### src/hdl/b64_pkg.sv
// shared types, constants and character mapping functions of the base64 codec
// no dependencies
package b64_pkg;

    localparam logic [7:0] C_PAD = 8'h3d;  // '='
    localparam logic [7:0] C_UPPER_A = 8'h41;
    localparam logic [7:0] C_UPPER_Z = 8'h5a;
    localparam logic [7:0] C_LOWER_A = 8'h61;
    localparam logic [7:0] C_LOWER_Z = 8'h7a;
    localparam logic [7:0] C_DIGIT_0 = 8'h30;
    localparam logic [7:0] C_DIGIT_9 = 8'h39;
    localparam logic [7:0] C_PLUS = 8'h2b;
    localparam logic [7:0] C_SLASH = 8'h2f;

    localparam logic DIR_ENCODE = 1'b0;
    localparam logic DIR_DECODE = 1'b1;

    // one group worth of results, handed from the group stage to the output stage
    typedef struct packed {
        logic            valid;
        logic [2:0]      count;
        logic [3:0][7:0] data;
        logic [3:0]      last;
    } t_burst;

    // 6-bit index to alphabet character
    function automatic logic [7:0] char_of(input logic [5:0] idx);
        logic [7:0] v;
        v = {2'b00, idx};
        if (idx < 6'd26) begin
            char_of = C_UPPER_A + v;
        end else if (idx < 6'd52) begin
            char_of = C_LOWER_A + v - 8'd26;
        end else if (idx < 6'd62) begin
            char_of = C_DIGIT_0 + v - 8'd52;
        end else if (idx == 6'd62) begin
            char_of = C_PLUS;
        end else begin
            char_of = C_SLASH;
        end
    endfunction

    // character to 6-bit value, anything outside the alphabet gives 0
    function automatic logic [5:0] sextet_of(input logic [7:0] c);
        logic [7:0] v;
        v = 8'd0;
        if (c >= C_UPPER_A && c <= C_UPPER_Z) begin
            v = c - C_UPPER_A;
        end else if (c >= C_LOWER_A && c <= C_LOWER_Z) begin
            v = c - C_LOWER_A + 8'd26;
        end else if (c >= C_DIGIT_0 && c <= C_DIGIT_9) begin
            v = c - C_DIGIT_0 + 8'd52;
        end else if (c == C_PLUS) begin
            v = 8'd62;
        end else if (c == C_SLASH) begin
            v = 8'd63;
        end
        sextet_of = v[5:0];
    endfunction

endpackage

### src/hdl/b64_in_if.sv
// input item channel of the base64 codec
// no dependencies
interface b64_in_if;
    logic       valid;
    logic       ready;
    logic [7:0] in_byte;
    logic       in_last;

    modport source (output valid, output in_byte, output in_last, input ready);
    modport sink (input valid, input in_byte, input in_last, output ready);
endinterface

### src/hdl/b64_out_if.sv
// result item channel of the base64 codec
// no dependencies
interface b64_out_if;
    logic       valid;
    logic       ready;
    logic [7:0] out_byte;
    logic       out_last;

    modport source (output valid, output out_byte, output out_last, input ready);
    modport sink (input valid, input out_byte, input out_last, output ready);
endinterface

### src/hdl/b64_cfg_if.sv
// direction register write channel of the base64 codec
// no dependencies
interface b64_cfg_if;
    logic valid;
    logic ready;
    logic direction;

    modport source (output valid, output direction, input ready);
    modport sink (input valid, input direction, output ready);
endinterface

### src/hdl/base64_codec_top.sv
// base64 codec top level (standard alphabet), encode or decode by direction
// depends on b64_pkg, b64_in_if, b64_out_if, b64_cfg_if, b64_group, b64_drain
// path: an item passes the input register, then the burst register of its group
//   and the result register; results come one per cycle while the output is ready
// throughput: decoding whole groups takes one item per cycle while the output is
//   ready; encoding is bound by the output port, 4 results per 3 bytes
// reset: synchronous active low, clears direction to encode and the group
module base64_codec_top (
    input  logic      i_clk,
    input  logic      i_rst_n,
    b64_in_if.sink    i_in,
    b64_cfg_if.sink   i_cfg,
    b64_out_if.source o_out
);
    import b64_pkg::*;

    t_burst burst;   // one group of results, registered in the group stage
    logic   free;    // result register can take a new burst this cycle

    // input register plus group collector; a write to the direction register
    // also drops any partial group
    b64_group u_group (
        .i_clk   (i_clk),
        .i_rst_n (i_rst_n),
        .i_in    (i_in),
        .i_cfg   (i_cfg),
        .i_free  (free),
        .o_burst (burst)
    );

    // result register, shifts out up to four results per group
    b64_drain u_drain (
        .i_clk   (i_clk),
        .i_rst_n (i_rst_n),
        .i_burst (burst),
        .o_free  (free),
        .o_out   (o_out)
    );

endmodule

### src/hdl/b64_group.sv
// input register and group collector, builds one burst of results per group
// depends on b64_pkg, b64_in_if, b64_cfg_if
module b64_group (
    input  logic            i_clk,
    input  logic            i_rst_n,
    b64_in_if.sink          i_in,
    b64_cfg_if.sink         i_cfg,
    input  logic            i_free,
    output b64_pkg::t_burst o_burst
);
    import b64_pkg::*;

    logic        r_dir;
    logic        r_in_valid;
    logic [7:0]  r_in_byte;
    logic        r_in_last;
    logic [23:0] r_bits;
    logic [1:0]  r_cnt;
    logic [1:0]  r_pad;

    logic        n_dir;
    logic [23:0] n_bits;
    logic [1:0]  n_pad;
    logic        done;
    logic        step;
    logic        cfg_wr;
    logic [5:0]  sext;
    logic [1:0]  pad_min;
    t_burst      n_burst;
    t_burst      r_burst;

    assign cfg_wr = i_cfg.valid;
    assign i_cfg.ready = 1'b1;
    assign n_dir = cfg_wr ? i_cfg.direction : r_dir;

    assign done = (r_dir == DIR_ENCODE) ? (r_cnt == 2'd2 || r_in_last)
                                        : (r_cnt == 2'd3 || r_in_last);
    assign step = r_in_valid && (!done || i_free);
    assign i_in.ready = !r_in_valid || step;
    assign sext = sextet_of(r_in_byte);

    always_comb begin
        n_bits = r_bits;
        n_pad = 2'd0;
        if (r_dir == DIR_ENCODE) begin
            case (r_cnt)
                2'd0: n_bits[23:16] = r_in_byte;
                2'd1: n_bits[15:8] = r_in_byte;
                default: n_bits[7:0] = r_in_byte;
            endcase
        end else begin
            case (r_cnt)
                2'd0: n_bits[23:18] = sext;
                2'd1: n_bits[17:12] = sext;
                2'd2: n_bits[11:6] = sext;
                default: n_bits[5:0] = sext;
            endcase
            if (r_in_byte == C_PAD) begin
                n_pad = (r_pad == 2'd3) ? 2'd3 : r_pad + 2'd1;
            end
        end
    end

    assign pad_min = (n_pad == 2'd3) ? 2'd2 : n_pad;

    always_comb begin
        n_burst = '0;
        n_burst.valid = 1'b1;
        if (r_dir == DIR_ENCODE) begin
            n_burst.count = 3'd4;
            for (int k = 0; k < 4; k++) begin
                if (3'(k) >= {1'b0, r_cnt} + 3'd2) begin
                    n_burst.data[k] = C_PAD;
                end else begin
                    n_burst.data[k] = char_of(n_bits[23 - 6 * k -: 6]);
                end
            end
            n_burst.last[3] = r_in_last;
        end else begin
            if (r_cnt == 2'd3) begin
                n_burst.count = r_in_last ? 3'd3 - {1'b0, pad_min} : 3'd3;
            end else begin
                n_burst.count = {1'b0, r_cnt};
            end
            for (int k = 0; k < 3; k++) begin
                n_burst.data[k] = n_bits[23 - 8 * k -: 8];
                n_burst.last[k] = r_in_last && (3'(k) + 3'd1 == n_burst.count);
            end
        end
    end

    always_ff @(posedge i_clk) begin
        if (!i_rst_n) begin
            r_dir <= DIR_ENCODE;
            r_in_valid <= 1'b0;
            r_bits <= '0;
            r_cnt <= '0;
            r_pad <= '0;
            r_burst <= '0;
        end else begin
            r_dir <= n_dir;
            if (i_in.ready) begin
                r_in_valid <= i_in.valid;
            end
            r_burst.valid <= step && done;
            if (step && done) begin
                r_burst.count <= n_burst.count;
                r_burst.data <= n_burst.data;
                r_burst.last <= n_burst.last;
            end
            if (cfg_wr) begin
                r_bits <= '0;
                r_cnt <= '0;
                r_pad <= '0;
            end else if (step) begin
                if (done) begin
                    r_bits <= '0;
                    r_cnt <= '0;
                    r_pad <= '0;
                end else begin
                    r_bits <= n_bits;
                    r_cnt <= r_cnt + 2'd1;
                    r_pad <= n_pad;
                end
            end
        end
    end

    // payload, no reset needed
    always_ff @(posedge i_clk) begin
        if (i_in.ready && i_in.valid) begin
            r_in_byte <= i_in.in_byte;
            r_in_last <= i_in.in_last;
        end
    end

    assign o_burst = r_burst;

endmodule

### src/hdl/b64_drain.sv
// result register, sends the results of one burst one per cycle while the output is ready
// depends on b64_pkg, b64_out_if
module b64_drain (
    input  logic            i_clk,
    input  logic            i_rst_n,
    input  b64_pkg::t_burst i_burst,
    output logic            o_free,
    b64_out_if.source       o_out
);
    import b64_pkg::*;

    logic [2:0]      r_rem;
    logic [3:0][7:0] r_data;
    logic [3:0]      r_last;
    logic            take;

    assign take = o_out.valid && o_out.ready;
    // a burst still on its way in counts as occupying the register
    assign o_free = !i_burst.valid &&
                    ((r_rem == 3'd0) || (r_rem == 3'd1 && o_out.ready));

    assign o_out.valid = (r_rem != 3'd0);
    assign o_out.out_byte = r_data[0];
    assign o_out.out_last = r_last[0];

    always_ff @(posedge i_clk) begin
        if (!i_rst_n) begin
            r_rem <= '0;
        end else if (i_burst.valid) begin
            r_rem <= i_burst.count;
        end else if (take) begin
            r_rem <= r_rem - 3'd1;
        end
    end

    always_ff @(posedge i_clk) begin
        if (i_burst.valid) begin
            r_data <= i_burst.data;
            r_last <= i_burst.last;
        end else if (take) begin
            r_data <= {8'h00, r_data[3:1]};
            r_last <= {1'b0, r_last[3:1]};
        end
    end

endmodule
### src/flat_wrapper.sv
// flat-port wrapper written by rule: the top's interface ports become plain ports
module base64_codec_top_flat import b64_pkg::*;
  (i_clk, i_rst_n, i_in_valid, i_in_in_byte, i_in_in_last, i_in_ready, i_cfg_valid, i_cfg_direction, i_cfg_ready, o_out_valid, o_out_out_byte, o_out_out_last, o_out_ready);
  b64_in_if i_in_i ();
  b64_cfg_if i_cfg_i ();
  b64_out_if o_out_i ();
  input  logic i_clk;
  input  logic i_rst_n;
  input wire logic [$bits(i_in_i.valid)-1:0] i_in_valid;
  input wire logic [$bits(i_in_i.in_byte)-1:0] i_in_in_byte;
  input wire logic [$bits(i_in_i.in_last)-1:0] i_in_in_last;
  output wire logic [$bits(i_in_i.ready)-1:0] i_in_ready;
  input wire logic [$bits(i_cfg_i.valid)-1:0] i_cfg_valid;
  input wire logic [$bits(i_cfg_i.direction)-1:0] i_cfg_direction;
  output wire logic [$bits(i_cfg_i.ready)-1:0] i_cfg_ready;
  output wire logic [$bits(o_out_i.valid)-1:0] o_out_valid;
  output wire logic [$bits(o_out_i.out_byte)-1:0] o_out_out_byte;
  output wire logic [$bits(o_out_i.out_last)-1:0] o_out_out_last;
  input wire logic [$bits(o_out_i.ready)-1:0] o_out_ready;
  assign i_in_i.valid = i_in_valid;
  assign i_in_i.in_byte = i_in_in_byte;
  assign i_in_i.in_last = i_in_in_last;
  assign i_in_ready = i_in_i.ready;
  assign i_cfg_i.valid = i_cfg_valid;
  assign i_cfg_i.direction = i_cfg_direction;
  assign i_cfg_ready = i_cfg_i.ready;
  assign o_out_valid = o_out_i.valid;
  assign o_out_out_byte = o_out_i.out_byte;
  assign o_out_out_last = o_out_i.out_last;
  assign o_out_i.ready = o_out_ready;
  base64_codec_top u_core (.i_clk(i_clk), .i_rst_n(i_rst_n), .i_in(i_in_i), .i_cfg(i_cfg_i), .o_out(o_out_i));
endmodule
### config.mk
export PLATFORM = sky130hd
export DESIGN_NAME = base64_codec_top_flat
export DESIGN_NICKNAME = d
export VERILOG_FILES = /design/src/hdl/b64_pkg.sv /design/src/hdl/b64_in_if.sv /design/src/hdl/b64_out_if.sv /design/src/hdl/b64_cfg_if.sv /design/src/hdl/base64_codec_top.sv /design/src/hdl/b64_group.sv /design/src/hdl/b64_drain.sv /design/src/flat_wrapper.sv
export SDC_FILE = /design/constraint.sdc
export NUM_CORES = 1
export LEC_CHECK = 0
export ABC_AREA = 1
export BUFFER_PORTS_ARGS = -buffer_cell sky130_fd_sc_hd__buf_2
export CAP_MARGIN = 20
export CORE_ASPECT_RATIO = 0.6
export CORE_UTILIZATION = 50
export DETAILED_ROUTE_END_ITERATION = 8
export PLACE_DENSITY_LB_ADDON = 0.08
export RECOVER_POWER = 50
export REMOVE_ABC_BUFFERS = 1
export SYNTH_ARGS = -nofsm -noshare
export SYNTH_HDL_FRONTEND = slang
export SYNTH_SLANG_ARGS = --single-unit
### constraint.sdc
create_clock -name i_clk -period 9.3 [get_ports i_clk]
set_clock_uncertainty 0.1 [all_clocks]
set_input_delay 0.465 -clock i_clk [delete_from_list [all_inputs] [get_ports i_clk]]
set_output_delay 0.465 -clock i_clk [all_outputs]
set_load 0.02 [all_outputs]
# After elaboration in Yosys (flattened, before gate mapping)
# Index checks and enable logic that the tools add are counted.
# word_totals
ff_bits	118
latchBits	0
ramBits	0
rom_bits	0
out_inout_bits	12
wordCells	171
mem_count	0
# op_classes
addsub	30
n_mul	0
div	0
magnitude_cmp	22
n_eq_ne	16
shift	0
mux	55
n_bitwise	1
reduce_logical	27
# op_table
operator	count
$mux W8	20
$mux W24	3
$add A7 B6 Y8 const A	8
$mux W32	2
$mux W6	9
$lt A6 B6 Y1 const B	8
$mux W3	11
$sub A7 B6 Y8 const B	4
$sub A8 B5 Y8 const B	4
$add A6 B6 Y7 const A	4
$eq A6 B6 Y1 const B	4
$eq A8 B6 Y1 const B	3
$lt A6 B5 Y1 const B	4
$ge A8 B7 Y1 const B	2
$le A8 B7 Y1 const B	2
$logic_and A1 B1 Y1	12
$mux W2	6
$sub A6 B6 Y6 const B	2
$eq A2 B2 Y1 const B	4
$ge A8 B6 Y1 const B	1
$le A8 B6 Y1 const B	1
$mux W4	2
$add A6 B5 Y6 const B	1
$add A6 B6 Y6 const B	1
21 further kinds	33

# Depth between registers and ports, before layout
# Gate-level depths: netlist of the first run.
# depth
depth_word	15
ltp_mapped	27
mapped_depth_nobuf	25

# By module
# From an unflattened synthesis of the first run, not the netlist that was laid out.
# hier_totals
hier_cells	1160
hier_area_um2	8047.7
# by_module_without_submodules
mod	instances	cells_per_inst	area_each_um2	seq_area_each_um2
b64_group	1	973	6249.7	1671.6
b64_drain	1	187	1798.0	1141.1

# Least setup slack after synthesis of the first run
# Ideal clock, no wire load.
# synth_timing
path_kind	reg2reg
start	register u_core.u_group.r_in_byte[2]
end	register u_core.u_group.r_burst (netlist bit u_core.u_group.o_burst[8])
arrival_ns	2.789
slack_ns	6.279
stages_incl_launch_ff	25
n_path_buf	2
period_less_slack_ns	3.021
cell_sequence	edfxtp_1 > buf_2 > inv_1 > ha_1 > nand2_1 > a21oi_1 > nand2_1 > nand2_4 > nor2_2 > nor2_2 > nand2_1 > nand2_1 > nand3b_1 > buf_6 > inv_1 > ha_1 > inv_1 > o21ai_1 > nand2_2 > nand2_2 > inv_1 > nand2_1 > nand3_1 > o21bai_1 > a21oi_1
# synth_between
elab_chain_len	15
word_cells_on_any_way	37
classes_between	add/sub (10); order compare (9); eq/ne (2); mux (13); reduce/logical (3)
# synth_lines
element	line	source
start, declared	b64_group.sv:15	logic [7:0] r_in_byte;
start signal, assigned	b64_group.sv:132	r_in_byte <= i_in.in_byte;
branches (longest 7 deep; another with $sub A6 B6 Y6)	-	
$mux W24 (*)	b64_group.sv:45	if (r_dir == DIR_ENCODE) begin
$add A6 B6 Y7	b64_pkg.sv:35	char_of = C_DIGIT_0 + v - 8'd52;
$sub A7 B6 Y8	b64_pkg.sv:35	
$mux W8	b64_pkg.sv:34	end else if (idx < 6'd62) begin
$mux W8	b64_pkg.sv:32	end else if (idx < 6'd52) begin
$mux W8	b64_pkg.sv:30	if (idx < 6'd26) begin
$mux W8	b64_group.sv:72	if (3'(k) >= {1'b0, r_cnt} + 3'd2) begin
$mux W24 (*)	b64_group.sv:69	if (r_dir == DIR_ENCODE) begin
end, declared	b64_group.sv:30	t_burst r_burst;
# Every way passes the cells marked *.
# A chain may end at the register's enable or synchronous reset.

# Worst setup path after layout of the first run
# layout_timing
start	register u_core.u_group.r_burst (netlist bit u_core.u_group.o_burst[39])
end	register u_core.u_group.r_burst (netlist bit u_core.u_group.o_burst[18])
# layout_between
elab_chain_len	5
# layout_lines
element	line	source
$logic_not A1 Y1	b64_drain.sv:19	assign o_free = !i_burst.valid &&
$logic_and A1 B1 Y1	b64_drain.sv:19	
$logic_or A1 B1 Y1	b64_group.sv:38	assign step = r_in_valid && (!done || i_free);
$logic_and A1 B1 Y1	b64_group.sv:38	
$logic_and A1 B1 Y1	b64_group.sv:106	if (step && done) begin
# No other way between the ends.

==> results.toml, run 1 <==
[run_status]
status = "finished, violations left"
failed_checks = "max-capacitance violations, max-slew violations"

[cells_and_area]
area_delta_synth_final_pct = 9.20
final_nets = 1209
num_antenna_cells = 0
finish.cell_count_without_fillers = 1372
layout-drive-gt1-share_pct = 14.3
filler_cell_count = 1514

[worst_setup_path]
crit_path_class = "flip-flop to flip-flop"
worstPathArrival_ns = 4.65
critical_path.endpoint_type = "flip-flop"
critical_path_required_ns = 9.51
startpoint_type = "flip-flop"
path_max_fanout = 43

[sta]
timing_worst_slew_pin_value_ns = 1.82
layout_setup_ws_ns = 4.86
report.final.hold_viol_count = 0
max_freq_mhz = 225
timing.setup.tns_ns = 0
grt_setup_unrepaired = "no"
holdWs_ns = 0.119
finalCritPeriodShare_pct = 47.8
final.min_clock_period_ns = 4.44
final-max-slew-violation-count = 109
slew_headroom_pct = -21.1
setup-violations-final = 0

[global_route]
grt_max_degree = 44
antenna_found_initial = 0
gr-usage-all-layers_pct = 27.7
grt.busiest_layer = "met1"
groute.layer.met3.usage_pct = 5.73
grt_remaining_overflow = 0
globalRouteMet2Util_pct = 40.6
first_global_vias = 6792
grt_pass1_wl_um = 36400
grt.met1_usage_pct = 41.6

[clock_network]
clk_pin_slew_worst_paths_ns = 0.06
clockRootBuffer = "clkbuf_16"
cts_htree_levels = 4
tritoncts.num_buffers = 17
worstSkewPairLatency_ns = 0.42
postCtsSetupRepairBufs = 0
number_of_gates_resized_after_cts = 0
clock_sinks = 118
ctsHoldBuffers = 0
cts_tree = "done"
max-clock-path-buffers = 2

[pwr]
combPwrFrac_pct = 21.6
powerDensity_nw_per_um2 = 190
p_int_mw = 1.12
vdd_ir_drop_max_mv = 0.129
final_total_power_mw = 1.69
switching_share_pct = 33.9
seq_power_share_pct = 39.4
cellLeakagePower_nw = 3.83
switchingPower_mw = 0.574
p_clk_share_pct = 39.0

[die]
dieArea_um2 = 16900
i_o_pin_cnt = 27
die_boundary_height_um = 101
start_util_pct = 52.1
design.core.area_um2 = 15700
die_width_um = 167
floorplan.rows = 35

[synth]
yosys.area_share.xor_xnor_pct = 2.46
synth_compound_area_share_pct = 13.2
netlist-cell-type-count = 50
multiplexer_share_of_the_synthesized_area_pct = 0
yosysTopAreaCellShare_pct = 17.9
synth_area_leader_cell = "dfxtp_1"
synth_simple_gate_area_share_pct = 34.6
synth_top_family_by_area = "simple AND/OR/NAND/NOR gates"
postSynthRegisterBits = 118
total_number_of_yosys_warnings = 0
ys_top_cells_by_count = "353 x nand2_1, 112 x inv_1, 92 x a21oi_1, 77 x nand3_1, 73 x dfxtp_1"
syn_avg_cell_area_um2 = 7.08
synth-adder-area-share_pct = 5.82
syn-instance-count = 1154
number_of_flops_mapped_to_enable_cells_by_yosys = 45
synth_async_sr_flop_share_pct = 0
synth-main-ff-cell = "dfxtp_1"
synth_area_um2 = 8170
synthTopCellsByArea = "dfxtp_1 18%, edfxtp_1 17%, nand2_1 16%"
post-synth-top-count-cell = "nand2_1"
sequential_element_share_of_the_synthesized_area_pct = 34.4

[drt]
drt_wl_total_um = 22100
drt.antenna.violating_nets = 0
detail_route.wl_per_cell_um = 16.1
number_of_remaining_drc_errors = 0
drt_first_pass_iters = 5
route.vias.total = 7506
mean_number_of_vias_per_cell = 5.47
drt-initial-drc-count = 713

[placed_design]
gp_congestion = 0.917
dp_slack_ns = 5.30
dp.cells = 1340
io_buffers = 25
dp_hpwl_um = 16300

[job]
max-cap-violations = 3

[worst_hold_path]
worst_min_path_class = "input pin to flip-flop"
[kinds of logic after synthesis]
family / after synthesis
AND/OR/NAND/NOR: 598
AO/OA/AOI/OAI: 192
flip-flops: 118
adder cells (fa/ha/maj): 38
XOR/XNOR: 23
other: 1
buffers and inverters: 184
[state kept, by name (all words and copies together) (netlist names)]
name	flops
u_core.u_drain.r_rem	3
u_core.u_group.r_bits	24
u_core.u_drain.r_data	24
u_core.u_drain.r_last	4
u_core.u_group.r_pad	2
u_core.u_group.r_in_byte	8
u_core.u_group.r_in_last	1
u_core.u_group.r_dir	1
u_core.u_group.o_burst	40
u_core.u_drain.o_out.out_byte	8
u_core.u_group.r_cnt	2
u_core.u_group.r_in_valid	1
[final timing paths]
check	start	end	slack (ns)	depth (start not counted)
max	u_core.u_group.o_burst[39]	u_core.u_group.o_burst[18]	4.86	11
min	i_in_in_byte[0]	u_core.u_group.r_in_byte[0]	0.12	1
max reg2reg	u_core.u_group.o_burst[39]	u_core.u_group.o_burst[18]	4.86	11
min reg2reg	u_core.u_group.r_bits[8]	u_core.u_group.r_bits[8]	0.36	2
[layout by cell type, fill, tap and decap left out, types with 4 or more instances in the layout]
cell type | netlist | routed
nand2_1 | 353 | 353
inv_1 | 112 | 112
a21oi_1 | 92 | 92
nand3_1 | 77 | 77
dfxtp_1 | 73 | 73
nor2_1 | 59 | 59
o21ai_0 | 47 | 47
edfxtp_1 | 45 | 45
ha_1 | 38 | 38
nand2_2 | 29 | 29
inv_2 | 20 | 20
nor2_2 | 19 | 19
clkbuf_16 | 0 | 19
nand4_1 | 16 | 16
buf_2 | 11 | 15
o21ai_1 | 14 | 14
xor2_1 | 14 | 14
nand2_4 | 13 | 13
o211ai_1 | 13 | 13
clkbuf_1 | 22 | 13
xnor2_1 | 9 | 9
nor2_4 | 8 | 8
inv_6 | 1 | 8
nand3_2 | 7 | 7
o22ai_1 | 6 | 6
nor3_1 | 5 | 5
a22oi_1 | 4 | 4
[power by group through the flow]
stage	combinational [mW]	clock (mW)	sequential, mW
CTS	0.369	0.665	0.665
global route	0.412	0.687	0.675
finish	0.366	0.661	0.668
detailed placement	0.367	0	0.675
global placement	0.368	0	0.675
floorplan	0.247	0	0.684
[per-stage QoR]
step                utilization, %  area, µm²
floorplan                        -       7920
global placement              53.3       8360
detailed placement            53.3       8360
CTS                           57.1       8950
global route                  56.9       8930
finish                        56.9       8930
[final cells by class]
class,count,area [µm²],area share [%]
Tap cell,203,254,2.85
Multi-Input combinational cell,852,4600,51.5
Clock buffer,19,475,5.33
Clock inverter,13,119,1.33
Sequential cell,118,2810,31.5
Timing Repair Buffer,31,146,1.64
Inverter,136,520,5.83
[layer usage]
| layer | vias to the layer above | part of all wire (%) |
|---|---|---|
| met1 | 3469 | 51 |
| met5 | - | 0 |
| met3 | 20 | 7.5 |
| met2 | 255 | 41 |
| met4 | 0 | 0.97 |
| li1 | 3762 | - |
[worst max-delay path, cell delays in order (launching register included)]
cell and delay, ns:
dfxtp_1 0.31, clkbuf_1 1.29, a21oi_1 0.30, nor2_1 0.30, nor2_2 0.07, inv_2 0.46
nor2_4 0.24, inv_2 0.60, nor2_4 0.12, inv_2 0.17, o22ai_1 0.09, a32o_1 0.23
Note: power is estimated with default switching activity, not from simulation.
==> run 2, diff against run 1 <==
==> constraint.sdc (replaced) <==
create_clock -name i_clk -period 4.3 [get_ports i_clk]
set_clock_uncertainty 0.1 [all_clocks]
set_input_delay 0.215 -clock i_clk [delete_from_list [all_inputs] [get_ports i_clk]]
set_output_delay 0.215 -clock i_clk [all_outputs]
set_load 0.02 [all_outputs]
==> run 2 against run 1 <==
Against the previous run: the run still ends with max-capacitance violations, max-slew violations left; combinational power is 120% higher; count of clock-buffer cells in the layout fell by 2; sequential share of layout area decreased by 0.70 points; non-clock buffer count up 15; power is 130% higher; worst setup slack lost 4.3 ns; global-route usage grew 1.1 points; fmax grew 19%; clock power up 140%.
==> results.toml, run 2 (synthesis gave the netlist of run 1 again) <==
[pwr]
vdd_ir_drop_max_mv = 0.233
cellLeakagePower_nw = 3.91
powerDensity_nw_per_um2 = 421

[sta]
setup-violations-final = 0
max_freq_mhz = 267
report.final.hold_viol_count = 0
timing.setup.tns_ns = 0
grt_setup_unrepaired = "no"
timing_worst_slew_pin_value_ns = 1.87
slew_headroom_pct = -24.4
holdWs_ns = 0.000999
final-max-slew-violation-count = 43
final.min_clock_period_ns = 3.74
finalCritPeriodShare_pct = 87.1

[cells_and_area]
final_nets = 1224
layout_commonest_cell = "nand2_1"
layout-drive-gt1-share_pct = 14.5
area_delta_synth_final_pct = 11.7
num_antenna_cells = 0
finalCoreUtilization_pct = 58.2
most-common-layout-cells = "353 x nand2_1, 112 x inv_1, 92 x a21oi_1, 77 x nand3_1, 73 x dfxtp_1"
largest_register_ffs = 40

[job]
max-cap-violations = 1

[drt]
drt_first_pass_iters = 5
drt.antenna.violating_nets = 0
route.vias.total = 7586
drt_wl_total_um = 23200
number_of_remaining_drc_errors = 0
mean_number_of_vias_per_cell = 5.47
drt-initial-drc-count = 642
detail_route.wl_per_cell_um = 16.7

[die]
design.core.area_um2 = 15700
i_o_pin_cnt = 27
dieArea_um2 = 16900
die_boundary_height_um = 101
die_width_um = 167
floorplan.rows = 35
start_util_pct = 52.1

[worst_hold_path]
worst_min_path_class = "input pin to flip-flop"
min_delay_path_depth = 3
hold_path_end = "u_core.u_group.r_in_valid"
origin_of_the_worst_min_delay_path = "i_in_valid"

[clock_network]
number_of_gates_resized_after_cts = 0
cts_tree = "done"
cts_htree_levels = 4
clockRootBuffer = "clkbuf_16"
max-clock-path-buffers = 2
tritoncts.num_buffers = 17
worstSkewPairLatency_ns = 0.43
clk_pin_slew_worst_paths_ns = 0.06
clock_sinks = 118

[placed_design]
dp_hpwl_um = 17000
io_buffers = 25
gp_congestion = 0.975

[global_route]
gr-usage-all-layers_pct = 28.9
first_global_vias = 7015
grt_pass1_wl_um = 37100
grt_max_degree = 43
grt_remaining_overflow = 0
antenna_found_initial = 0

[worst_setup_path]
crit-reg2reg-launch = "u_core.u_group.r_in_byte[2]"
crit_path_class = "flip-flop to flip-flop"
critical_path.endpoint_type = "flip-flop"
reg2regPathDepth = 22
reg2reg_setup_slack_ns = 0.56
path_max_fanout = 10
critical_path_required_ns = 4.50
startpoint_type = "flip-flop"
worstPathArrival_ns = 3.94
critical_path.reg2reg.endpoint = "u_core.u_group.o_burst[8]"

[run_status]
status = "finished, violations left"
failed_checks = "max-capacitance violations, max-slew violations"
[run 2: changes by cell type in the layout (fill, tap and decap cells not counted), sizes merged]
cell         change
dlygate4sd3     +11
inv              -7
buf              +5
bufinv           +5
clkbuf           -3
clkinvlp         +3
clkinv           +1
[run 2: layout make-up]
class / instances / area [µm²]
multi-input combinational: 852 / 4600
inverter: 136 / 520
sequential: 118 / 2810
clock inverter: 15 / 225
fill: 1546 / 6550
timing repair buffer: 46 / 292
clock buffer: 17 / 425
tap: 203 / 254
[run 2: critical path: stages (launching register included)]
cell and delay [ns]:
edfxtp_1 0.55, inv_1 0.25, ha_1 0.32, nand2_1 0.12
a21oi_1 0.15, nand2_1 0.13, nand2_4 0.14, nor2_2 0.05
nor2_2 0.11, nand2_1 0.10, nand2_1 0.07, nand3b_1 0.32
inv_1 0.18, ha_1 0.16, inv_1 0.04, o21ai_1 0.20
nand2_2 0.09, nand2_2 0.12, inv_1 0.08, nand2_1 0.06
nand3_1 0.06, o21bai_1 0.14, a21oi_1 0.07
[run 2: worst max-delay path by stage]
stage	startpoint	to	cells past startpoint
after global routing	u_core.u_group.r_in_byte[2]	u_core.u_group.o_burst[8]	22
after CTS	u_core.u_group.r_in_byte[2]	u_core.u_group.o_burst[8]	22
final	u_core.u_group.r_in_byte[2]	u_core.u_group.o_burst[8]	22
after detailed placement	u_core.u_group.r_in_byte[1]	u_core.u_group.o_burst[8]	24
after floorplan	u_core.u_group.r_in_byte[2]	u_core.u_group.o_burst[8]	22
after global placement	u_core.u_group.r_in_byte[0]	u_core.u_group.o_burst[21]	23
[run 2: what timing repair did]
action	4_1_cts	5_1_grt
hold endpoints to repair	10	0
buffers inserted	0	0
hold buffers	11	0
setup endpoints to repair	0	0
[run 2: where the power goes]
group	switching (mW)	internal [mW]	total (mW)	leakage (nW)
Clock	0.565	1.03	1.60	0.308
Sequential	0.0781	1.37	1.44	1.02
Combinational	0.569	0.234	0.803	2.58
[run 2: stage by stage]
stage | area (µm²) | setup slack [ns] | std cells | power (mW)
5_1_grt | 9130 | 0.178 | 1387 | 4.02
3_3_place_gp | 8390 | 0.774 | 1344 | 2.26
3_5_place_dp | 8390 | 0.671 | 1344 | 2.26
6_report | 9130 | 0.557 | 1387 | 3.84
2_1_floorplan | 7920 | 1.12 | 1106 | 2.01
4_1_cts | 9150 | 0.615 | 1387 | 3.86
[run 2: per-layer routing]
metal	part of all wire, %	track usage (%)	vias to the layer above
li1	-	-	3782
met1	50	41.9	3495
met2	40	41.8	276
met3	8.6	7.70	33
met4	1.3	7.62	0
met5	0	0	-
